<file path="src/design/csb_pkg.sv">
// Shared types and constants for the cross stencil blur unit.
// Used by the lanes, the merge stage, the top level and the checker.
`default_nettype none

package csb_pkg;

  // Field and register widths fixed by the interface.
  localparam int unsigned PIX_BITS      = 8;
  localparam int unsigned RGB_BITS      = 24;
  localparam int unsigned IMG_W_BITS    = 11;
  localparam int unsigned IMG_H_BITS    = 16;
  localparam int unsigned APB_ADDR_BITS = 3;
  localparam int unsigned APB_DATA_BITS = 32;

  // Register reset values.
  localparam logic [IMG_W_BITS-1:0] WIDTH_RESET  = 11'd1024;
  localparam logic [IMG_H_BITS-1:0] HEIGHT_RESET = 16'd480;

  // The weighted sum of five taps (centre counted twice) is at most 6*255.
  localparam int unsigned SUM_BITS = 11;

  // Division by six as a multiply by ceil(2^13/6) and a shift; exact for sums up to 1530.
  localparam logic [SUM_BITS-1:0] DIV6_RECIP = 11'd1366;
  localparam int unsigned         DIV6_SHIFT = 13;

  // Result queue of the merge stage.
  localparam int unsigned FIFO_DEPTH    = 4;
  localparam int unsigned FIFO_PTR_BITS = 2;
  localparam int unsigned FIFO_CNT_BITS = 3;

  // Register index, taken from address bit 2.
  typedef enum logic [0:0] {
    REG_IMAGE_WIDTH  = 1'b0,
    REG_IMAGE_HEIGHT = 1'b1
  } csb_reg_e;

  // What one input word releases.
  typedef struct packed {
    logic has_filt;  // filtered pixel of the previous row
    logic has_pass;  // the current pixel itself, on the last row
    logic eof;       // final pixel of the frame
  } csb_flags_t;

  // One queued result word.
  typedef struct packed {
    logic                eof;
    logic                last;
    logic [RGB_BITS-1:0] rgb;
  } csb_result_t;

endpackage

`default_nettype wire

</file>
<file path="src/design/csb_lane.sv">
// One colour channel of the cross stencil: weighted sum, then division by six.
// Two register stages; uses constants from csb_pkg.
`default_nettype none

module csb_lane
  import csb_pkg::*;
(
  input  wire logic                clk_i,
  input  wire logic                en_i,
  input  wire logic                border_i,
  input  wire logic [PIX_BITS-1:0] up_i,
  input  wire logic [PIX_BITS-1:0] left_i,
  input  wire logic [PIX_BITS-1:0] centre_i,
  input  wire logic [PIX_BITS-1:0] right_i,
  input  wire logic [PIX_BITS-1:0] down_i,
  output logic      [PIX_BITS-1:0] pix_o
);

  localparam int unsigned PROD_BITS = 2 * SUM_BITS;

  logic [SUM_BITS-1:0]  sum_d, sum_q;
  logic [PIX_BITS-1:0]  centre_q;
  logic                 border_q;
  logic [PROD_BITS-1:0] prod;
  logic [PIX_BITS-1:0]  quo;
  logic [PIX_BITS-1:0]  pix_d, pix_q;

  // First stage: the five-point sum with the centre weighted twice.
  assign sum_d = SUM_BITS'(up_i) + SUM_BITS'(left_i) + SUM_BITS'({centre_i, 1'b0})
               + SUM_BITS'(right_i) + SUM_BITS'(down_i);

  always_ff @(posedge clk_i) begin
    if (en_i) begin
      sum_q    <= sum_d;
      centre_q <= centre_i;
      border_q <= border_i;
    end
  end

  // Second stage: divide by six through the reciprocal; border pixels keep the centre.
  assign prod  = PROD_BITS'(sum_q) * PROD_BITS'(DIV6_RECIP);
  assign quo   = prod[DIV6_SHIFT +: PIX_BITS];
  assign pix_d = border_q ? centre_q : quo;

  always_ff @(posedge clk_i) begin
    if (en_i) begin
      pix_q <= pix_d;
    end
  end

  assign pix_o = pix_q;

endmodule

`default_nettype wire

</file>
<file path="config.mk">
export PLATFORM = sky130hd
export DESIGN_NAME = csb_lane
export DESIGN_NICKNAME = d
export VERILOG_FILES = /design/src/design/csb_pkg.sv /design/src/design/csb_lane.sv
export SDC_FILE = /design/constraint.sdc
export NUM_CORES = 1
export LEC_CHECK = 0
export ABC_AREA = 1
export BUFFER_PORTS_ARGS = -buffer_cell sky130_fd_sc_hd__buf_2
export CAP_MARGIN = 20
export CELL_PAD_IN_SITES_DETAIL_PLACEMENT = 0
export CELL_PAD_IN_SITES_GLOBAL_PLACEMENT = 2
export CORE_MARGIN = 2
export CORE_UTILIZATION = 40
export CTS_CLUSTER_DIAMETER = 80
export DETAILED_ROUTE_END_ITERATION = 6
export GPL_TIMING_DRIVEN = 0
export PLACE_DENSITY = 0.95
export RECOVER_POWER = 100
export SETUP_SLACK_MARGIN = 0.2
export SYNTH_ARGS = -nofsm -noshare
export SYNTH_HDL_FRONTEND = slang
export SYNTH_SLANG_ARGS = --single-unit
</file>
<file path="constraint.sdc">
create_clock -name clk_i -period 8.54 [get_ports clk_i]
set_input_delay 0.854 -clock clk_i [delete_from_list [all_inputs] [get_ports clk_i]]
set_output_delay 0.854 -clock clk_i [all_outputs]
set_load 0.02 [all_outputs]
</file>
==> impl_metrics.tcl <==
set metrics [dict create \
    outcome "finished clean" \
    grt_pass1_wl_mm 13.6 \
    fmax_mhz 221 \
    place_area_sq_um 4340 \
    fin_crit_sh_pct 53.0 \
    yosys_warnings 0 \
    crit_path_frequent_cell "inv_1" \
    synthFlopType "edfxtp_1" \
    cts_tree "yes" \
    crit_path_cell_trace "ha_1 -> inv_1 -> fa_1 -> inv_1 -> fa_1 -> inv_1 -> fa_1 -> fa_1 -> inv_1 -> ha_1 -> nand2_1 -> inv_1 -> a21oi_1 -> nor2_1 -> nor2_1 -> nand3b_1 -> nand3_1 -> nand2_1" \
    crit_cells 18 \
    overflow 0 \
    skew_ns 0.00465 \
    die_area_sq_um 10600 \
    rsz0062_at_grt "no" \
    avgSynthCellArea_sq_um 9.54 \
    ctsResizeCount 0 \
    num_io_pins 51 \
    grt_max_degree 29 \
    vias 2795 \
    path_max_fanout 5 \
    synth.largest_area_cell "fa_1" \
    core-area_sq_um 9640 \
    r2r_start "sum_q[1]" \
    syn-cell-area_sq_um 3920 \
    critPathKind "flip-flop to flip-flop" \
    die_x_um 103 \
    cts_inserted_buffers 3 \
    nets 630 \
    postSynthCellCount 411 \
    grt_pass1_vias 3063 \
    cp_top_family "adder cells" \
    n_antenna_cell 0 \
    syn_to_final_growth_pct 11.6 \
    hpwl_mm 7.06 \
    antenna_left 0 \
    synth_top_area_share_pct 25.0 \
    rows 36 \
    ctsHoldBuffers 0 \
    final-hold-violation-count 0 \
    vias_per_cell 4.67 \
    cts_setup_buffers 0 \
    maxCapViolations 0 \
    synth.distinct_cells 28 \
    arrival_ns 4.57 \
    syn_nets 575 \
    seqCellArea_sq_um 841 \
    path_clk_slew_ns 0.10 \
    ctsLongestPathBuffers 2 \
    synth_edf_count 28 \
    gp_congestion 0.917 \
    netlist_top_cells_count "nand2_1 (80), inv_1 (79), ha_1 (72)" \
    multiInputGateArea_sq_um 2750 \
    r2r_cells 18 \
    drc 0 \
    critPathLaunchType "flip-flop" \
    htree_levels 1 \
    maxSlewViolCount 0 \
    slowest_stage "fa_1" \
    slew_headroom_pct 1.18 \
    first_pass_iters 4 \
    finalInstanceArea_sq_um 4380 \
    critPathRequiredTime_ns 8.58 \
    cp-endpoint "pix_o[3]" \
    grt_usage_pct 16.4 \
    wl_per_cell_um 13.1 \
    finalSetupTns_ns 0 \
    antenna_found_initial 0 \
    drive_above_1_share_pct 10.1 \
    cp-end-kind "flip-flop" \
    post-route-util_pct 45.4 \
    ys_ff_latch 28 \
    drtIter0Drc 78 \
    die_y_um 103 \
    yosysMostFrequentCell "nand2_1" \
    async_reset_ff_share_pct 0 \
    fin_crit_ns 4.53 \
    reg2reg_to "pix_o[3]" \
    clkSinkCount 28 \
    critical-path-max-stage-delay_ns 0.51 \
    portBuffers 50 \
    seq_area_frac_synth_pct 21.4 \
    nFillCells 987 \
    start_util_pct 40.7 \
    critPathBufInv 5 \
    finalSetupViolations 0 \
    yosys-top-cells-area "fa_1 (25%), ha_1 (23%), edfxtp_1 (21%)" \
    worst_skew_pair.late_latency_ns 0.28 \
    r2r_setup_slack_ns 4.01 \
    tightestPinTransition_ns 1.48 \
    routed_wl_mm 7.81 \
    clockRootBuffer "clkbuf_8" \
    crit_start "sum_q[1]" \
    hold_path_class "flip-flop to flip-flop" \
]
-- per-stage QoR --
step | worst slack, ns | hold slack [ns] | cells
2_1_floorplan | 4.39 | 0.491 | 411
3_3_place_gp | 4.06 | 0.503 | 594
3_5_place_dp | 4.03 | 0.510 | 594
4_1_cts | 4.00 | 0.534 | 598
5_1_grt | 3.64 | 0.567 | 598
6_report | 4.01 | 0.534 | 598
-- worst min path at each step --
stage	start	to	cells past startpoint
2_1_floorplan	centre_q[6]	pix_o[6]	2
4_1_cts	centre_q[0]	pix_o[0]	2
6_report	centre_q[0]	pix_o[0]	2
5_1_grt	centre_q[0]	pix_o[0]	2
3_3_place_gp	centre_q[0]	pix_o[0]	2
3_5_place_dp	centre_q[0]	pix_o[0]	2
-- registers in the layout, indices dropped and copies added, names as in the netlist --
name / flops
centre_q: 8
sum_q: 11
border_q: 1
pix_o: 8
-- area by class of cell --
| class | instances | area share (%) |
|---|---|---|
| clock buffer | 3 | 0.943 |
| multi-input combinational | 301 | 62.9 |
| buffer | 1 | 0.314 |
| clock inverter | 1 | 0.686 |
| tap | 133 | 3.80 |
| sequential | 28 | 19.2 |
| timing repair buffer | 50 | 5.20 |
| inverter | 81 | 6.95 |
-- cells by family after synthesis --
kind of cell	synth area share [%]
AO/OA/AOI/OAI	5.74
XOR/XNOR	2.01
AND/OR/NAND/NOR	14.7
adder cells (fa/ha/maj)	48.0
flip-flops	21.4
buffers and inverters	8.10
-- worst reg2reg max path, stage by stage, from the launching register on --
cell and delay [ns]:
edfxtp_1 0.48, ha_1 0.36, inv_1 0.09, fa_1 0.51
inv_1 0.05, fa_1 0.50, inv_1 0.05, fa_1 0.48
fa_1 0.51, inv_1 0.04, ha_1 0.31, nand2_1 0.17
inv_1 0.06, a21oi_1 0.18, nor2_1 0.09, nor2_1 0.14
nand3b_1 0.10, nand3_1 0.12, nand2_1 0.06
-- cell usage in the layout (no fill, tap or decap), drive strengths merged, types with 4 or more instances in the layout --
cell type,count
nand2,82
inv,81
ha,72
fa,49
buf,32
edfxtp,28
a21oi,23
clkbuf,22
nor2,21
nand3,20
o21ai,7
xor2,6
nor3,4
-- routing by layer --
layer,global-route usage (%),vias up,part of all wire [%]
met5,0,-,0
met4,5.26,0,2.8
met3,1.02,13,2.1
met2,30.2,49,49
met1,20.6,1294,46
li1,-,1439,-
Power is left out: the tool's default activity adds up to more than one toggle a clock period on the data nets, which glitch-free logic cannot reach.
