## src/design/csb_pkg.sv

```systemverilog
// Shared types and constants for the cross stencil blur unit.
// Used by the lanes, the merge stage, the top level and the checker.
`default_nettype none

package csb_pkg;

  // Field and register widths fixed by the interface.
  localparam int unsigned PIX_BITS      = 8;
  localparam int unsigned RGB_BITS      = 24;
  localparam int unsigned IMG_W_BITS    = 11;
  localparam int unsigned IMG_H_BITS    = 16;
  localparam int unsigned APB_ADDR_BITS = 3;
  localparam int unsigned APB_DATA_BITS = 32;

  // Register reset values.
  localparam logic [IMG_W_BITS-1:0] WIDTH_RESET  = 11'd1024;
  localparam logic [IMG_H_BITS-1:0] HEIGHT_RESET = 16'd480;

  // The weighted sum of five taps (centre counted twice) is at most 6*255.
  localparam int unsigned SUM_BITS = 11;

  // Division by six as a multiply by ceil(2^13/6) and a shift; exact for sums up to 1530.
  localparam logic [SUM_BITS-1:0] DIV6_RECIP = 11'd1366;
  localparam int unsigned         DIV6_SHIFT = 13;

  // Result queue of the merge stage.
  localparam int unsigned FIFO_DEPTH    = 4;
  localparam int unsigned FIFO_PTR_BITS = 2;
  localparam int unsigned FIFO_CNT_BITS = 3;

  // Register index, taken from address bit 2.
  typedef enum logic [0:0] {
    REG_IMAGE_WIDTH  = 1'b0,
    REG_IMAGE_HEIGHT = 1'b1
  } csb_reg_e;

  // What one input word releases.
  typedef struct packed {
    logic has_filt;  // filtered pixel of the previous row
    logic has_pass;  // the current pixel itself, on the last row
    logic eof;       // final pixel of the frame
  } csb_flags_t;

  // One queued result word.
  typedef struct packed {
    logic                eof;
    logic                last;
    logic [RGB_BITS-1:0] rgb;
  } csb_result_t;

endpackage

`default_nettype wire

```

## src/design/csb_merge.sv

```systemverilog
// Merge stage: packs the lane results and the pass-through pixel into result words
// and queues them for the output channel. Uses types from csb_pkg.
`default_nettype none

module csb_merge
  import csb_pkg::*;
(
  input  wire logic                clk_i,
  input  wire logic                rst_ni,
  input  wire logic                push_i,
  input  wire csb_flags_t          flags_i,
  input  wire logic [RGB_BITS-1:0] filt_rgb_i,
  input  wire logic [RGB_BITS-1:0] pass_rgb_i,
  output logic                     ready_o,
  output logic                     res_valid_o,
  input  wire logic                res_ready_i,
  output logic      [RGB_BITS-1:0] res_rgb_o,
  output logic                     res_last_o,
  output logic                     res_eof_o
);

  csb_result_t             fifo_q [FIFO_DEPTH];
  logic [FIFO_PTR_BITS-1:0] wr_ptr_d, wr_ptr_q, rd_ptr_d, rd_ptr_q;
  logic [FIFO_CNT_BITS-1:0] count_d, count_q, n_push;
  csb_result_t             res_filt, res_pass;
  logic                    pop;

  // The filtered word closes the run unless the current pixel follows it.
  always_comb begin
    res_filt.eof  = flags_i.eof & ~flags_i.has_pass;
    res_filt.last = ~flags_i.has_pass;
    res_filt.rgb  = filt_rgb_i;
    res_pass.eof  = flags_i.eof;
    res_pass.last = 1'b1;
    res_pass.rgb  = pass_rgb_i;
  end

  // Up to two words enter per cycle; the filtered one goes first.
  always_ff @(posedge clk_i) begin
    if (push_i && flags_i.has_filt) begin
      fifo_q[wr_ptr_q] <= res_filt;
    end
    if (push_i && flags_i.has_pass) begin
      fifo_q[wr_ptr_q + FIFO_PTR_BITS'(flags_i.has_filt)] <= res_pass;
    end
  end

  // Pointer and fill bookkeeping.
  always_comb begin
    n_push   = push_i ? (FIFO_CNT_BITS'(flags_i.has_filt) + FIFO_CNT_BITS'(flags_i.has_pass))
                      : '0;
    pop      = (count_q != '0) && res_ready_i;
    wr_ptr_d = wr_ptr_q + FIFO_PTR_BITS'(n_push);
    rd_ptr_d = rd_ptr_q + FIFO_PTR_BITS'(pop);
    count_d  = count_q + n_push - FIFO_CNT_BITS'(pop);
  end

  always_ff @(posedge clk_i or negedge rst_ni) begin
    if (!rst_ni) begin
      wr_ptr_q <= '0;
      rd_ptr_q <= '0;
      count_q  <= '0;
    end else begin
      wr_ptr_q <= wr_ptr_d;
      rd_ptr_q <= rd_ptr_d;
      count_q  <= count_d;
    end
  end

  // Room for two more words keeps the pipeline moving.
  assign ready_o     = count_q <= FIFO_CNT_BITS'(FIFO_DEPTH - 2);
  assign res_valid_o = count_q != '0;
  assign res_rgb_o   = fifo_q[rd_ptr_q].rgb;
  assign res_last_o  = fifo_q[rd_ptr_q].last;
  assign res_eof_o   = fifo_q[rd_ptr_q].eof;

endmodule

`default_nettype wire

```

## config.mk

```make
export PLATFORM = sky130hd
export DESIGN_NAME = csb_merge
export DESIGN_NICKNAME = d
export VERILOG_FILES = /design/src/design/csb_pkg.sv /design/src/design/csb_merge.sv
export SDC_FILE = /design/constraint.sdc
export NUM_CORES = 1
export LEC_CHECK = 0
export CAP_MARGIN = 20
export CORE_MARGIN = 2
export CORE_UTILIZATION = 40
export DETAILED_ROUTE_END_ITERATION = 12
export DONT_BUFFER_PORTS = 1
export SETUP_SLACK_MARGIN = 0.02
export SYNTH_ARGS = -nofsm -noshare
export SYNTH_HDL_FRONTEND = slang
export SYNTH_SLANG_ARGS = --single-unit
```

## constraint.sdc

```tcl
create_clock -name clk_i -period 3.97 [get_ports clk_i]
set_clock_uncertainty 0.1 [all_clocks]
set_input_delay 0.1985 -clock clk_i [delete_from_list [all_inputs] [get_ports clk_i]]
set_output_delay 0.1985 -clock clk_i [all_outputs]
set_load 0.02 [all_outputs]
```

==> out/metrics.cfg <==
[finish]
multi_input_area_mm2=0.002369
drive_gt1_share_pct=12.58
nets=518
area_delta_synth_final_pct=11.42
insertedDiodeCount=0
final_core_util_pct=45.51
nFillCells=1332
register_area_mm2=0.003259
stdcell_area_mm2=0.006615

[critical_path]
crit_fanout=26
crit_path_end_kind=register
critical_path_required_ns=3.93
worstSetupPathType=reg2reg
slowest_delay_ns=0.92
cp-start-kind=register
crit_chain=ha_1 -> nand3_1 -> nor2_4 -> mux2i_1
slowest_stage=nor2_4
arrival_ns=2.64

[floorplan]
fp.dieArea_mm2=0.01583
num_io_pins=83
rows=44
coreArea_mm2=0.01453
initial_utilization_pct=40.85
die_h_um=125.8
die_x_um=125.8

[place]
port_buffers=0
place_hpwl_um=8179
placed_area_mm2=0.006012
place_congestion=0.7113

[run]
max_cap_viol_count=0

[synthesis]
synth_top_area_share_pct=50.58
async_reset_ff_share_pct=6.306
yosysTopAreaCell=edfxtp_1
synthFlopType=edfxtp_1
synth_edf_count=100
synthesis.nets=498
seq_area_frac_synth_pct=54.88
synthTopCellsByArea=edfxtp_1 (51%), mux2i_1 (16%), mux4_2 (9.9%), nand2_1 (6.3%), dfrtp_1 (3.0%)
ys_ff_latch=111
syn_avg_cell_area_um2=13.59
yosysWarningCount=0
synth_cell_type_count=37
postSynthCellCount=437
synthesis.area_mm2=0.005937

[timing]
finalSetupViolCount=0
finalMaxSlewViolations=0
fin_setup_tns_ns=0
rsz0062_at_grt=false
period_minus_slack_ns=2.685
finalHoldViolations=0
worst_pin_slew_ns=1.099
relSlewSlack_pct=26.54
timing.fmax_mhz=372.4
layout_worst_path_cycle_share_pct=67.64

[cts]
clockBufferDepth=2
post_cts_buffers=0
clk_pin_slew_worst_paths_ns=0.07
clockRootBuffer=clkbuf_16
postCtsResizedCells=0
cts.sinks=111
numCtsBuffers=9
clk_latency_ns=0.35
cts_tree=done
h-tree-depth=3

[pwr]
irDropWorstVdd_v=0.0004382
switching_power_w=0.001533
clkPwrFrac_pct=20.8
p_per_area_mw_per_mm2=641.1
comb_power_share_pct=37.3
power_frac_seq_pct=41.9
internal_power_w=0.002708
p_leak_nw=2.242
total_power_w=0.004241
swShare_pct=36.14

[routing]
drt_iter0_markers=322
wl_per_cell_um=21.58
ant_nets=0
vias_per_cell=5.431
via_count=3503
first_pass_iters=4
wl_um=13920
drc=0

[global_route]
grt.busiest_layer=met2
met3_usage_pct=5.905
gr-total-overflow=0
track_usage_pct=18.05
antenna_found_initial=0
grt_pass1_wl_um=21370
first_global_vias=3641
met2_usage_pct=29.73
grt_max_degree=29
grtUsageMet1_pct=22.97

[run_status]
outcome=completed

[worst_hold_path]
hold_path_class=in2reg

what timing repair did:
item | 4_1_cts | 5_1_grt
setup endpoints to repair | 0 | 0
endpoints found under the hold margin | 103 | 0
hold buffers | 29 | 0
cell usage in the layout, fill, tap and decap left out, types with 5 or more instances in the layout:
master | netlist | final
inv_1 | 27 | 27
mux2i_1 | 96 | 96
nand2_1 | 99 | 99
dfrtp_1 | 7 | 6
dlygate4sd3_1 | 0 | 29
clkbuf_16 | 0 | 9
buf_4 | 4 | 7
nor2b_1 | 6 | 6
ha_1 | 5 | 5
edfxtp_1 | 100 | 100
xnor2_1 | 5 | 5
mux4_2 | 26 | 26
through the flow:
step                instances  setup slack [ns]  hold WS, ns
floorplan                 437            0.6319      -0.1971
global placement          599             1.396      -0.1969
detailed placement        599             1.325      -0.1969
CTS                       643             1.308     0.002094
global route              645             1.128     0.004207
finish                    645             1.285      0.01383
worst paths after layout:
check,startpoint,to,slack [ns],cells after the start
setup / recovery,wr_ptr_q[0],fifo_q[3][21],1.28,4
min in group asynchronous,rst_ni,rd_ptr_q[1],0.07,1
max in group asynchronous,rst_ni,rd_ptr_q[0],3.44,1
setup reg to reg,wr_ptr_q[0],fifo_q[3][21],1.28,4
hold / removal,filt_rgb_i[1],fifo_q[1][1],0.01,2
hold reg to reg,fifo_q[3][24],fifo_q[3][24],0.37,1
worst max-delay path, delay by kind of cell, from the launching register on:
kind,cells,cell delay [ns]
and+or+nand+nor,2,1.21
DFF,1,0.47
adders and majority gates,1,0.42
muxes,1,0.19
logic make-up after synthesis:
logic type / Yosys count / share of synthesized area (%)
simple gates: 126 / 9.421
mux: 122 / 26.05
flops: 111 / 54.88
buf+inv: 56 / 5.859
xor+xnor: 9 / 1.581
compound gates: 7 / 0.8218
fa+ha+maj: 6 / 1.391
metal layers:
layer,share of wire (%),up-vias
met3,6.2,21
met5,0,-
met4,1.8,0
met1,43,1760
li1,-,1617
met2,49,105
area by class of cell:
type	instances	area share (%)
clock inverters	6	0.7944
multi-input cells	270	35.80
clock buffers	9	3.405
repair buffers	38	5.712
inverters	27	1.532
well taps	184	3.480
flip-flops and latches	111	49.27
power groups by stage:
stage	combinational, W	sequential (W)	clock (W)
2_1_floorplan	0.00135	0.00168	0
3_3_place_gp	0.00145	0.00186	0
3_5_place_dp	0.00148	0.00187	0
4_1_cts	0.00152	0.00184	0.000901
5_1_grt	0.00170	0.00180	0.000950
6_report	0.00158	0.00178	0.000884
registers in the layout, summed over array words and instances (netlist names):
signal and count:
fifo_q 104, count_q 3, rd_ptr_q 2, wr_ptr_q 2
synth_stat cells, types with 3 or more instances:
library cell  number
mux4_2            26
buf_2             12
xnor2_1            5
or2_2              3
or3_1              4
dfxtp_1            4
dfrtp_1            7
nor2b_1            6
mux2i_1           96
buf_4              4
buf_6              7
ha_1               5
o21a_1             4
inv_1             27
nand2_1           99
edfxtp_1         100
Note: power is estimated with default switching activity, not from simulation.
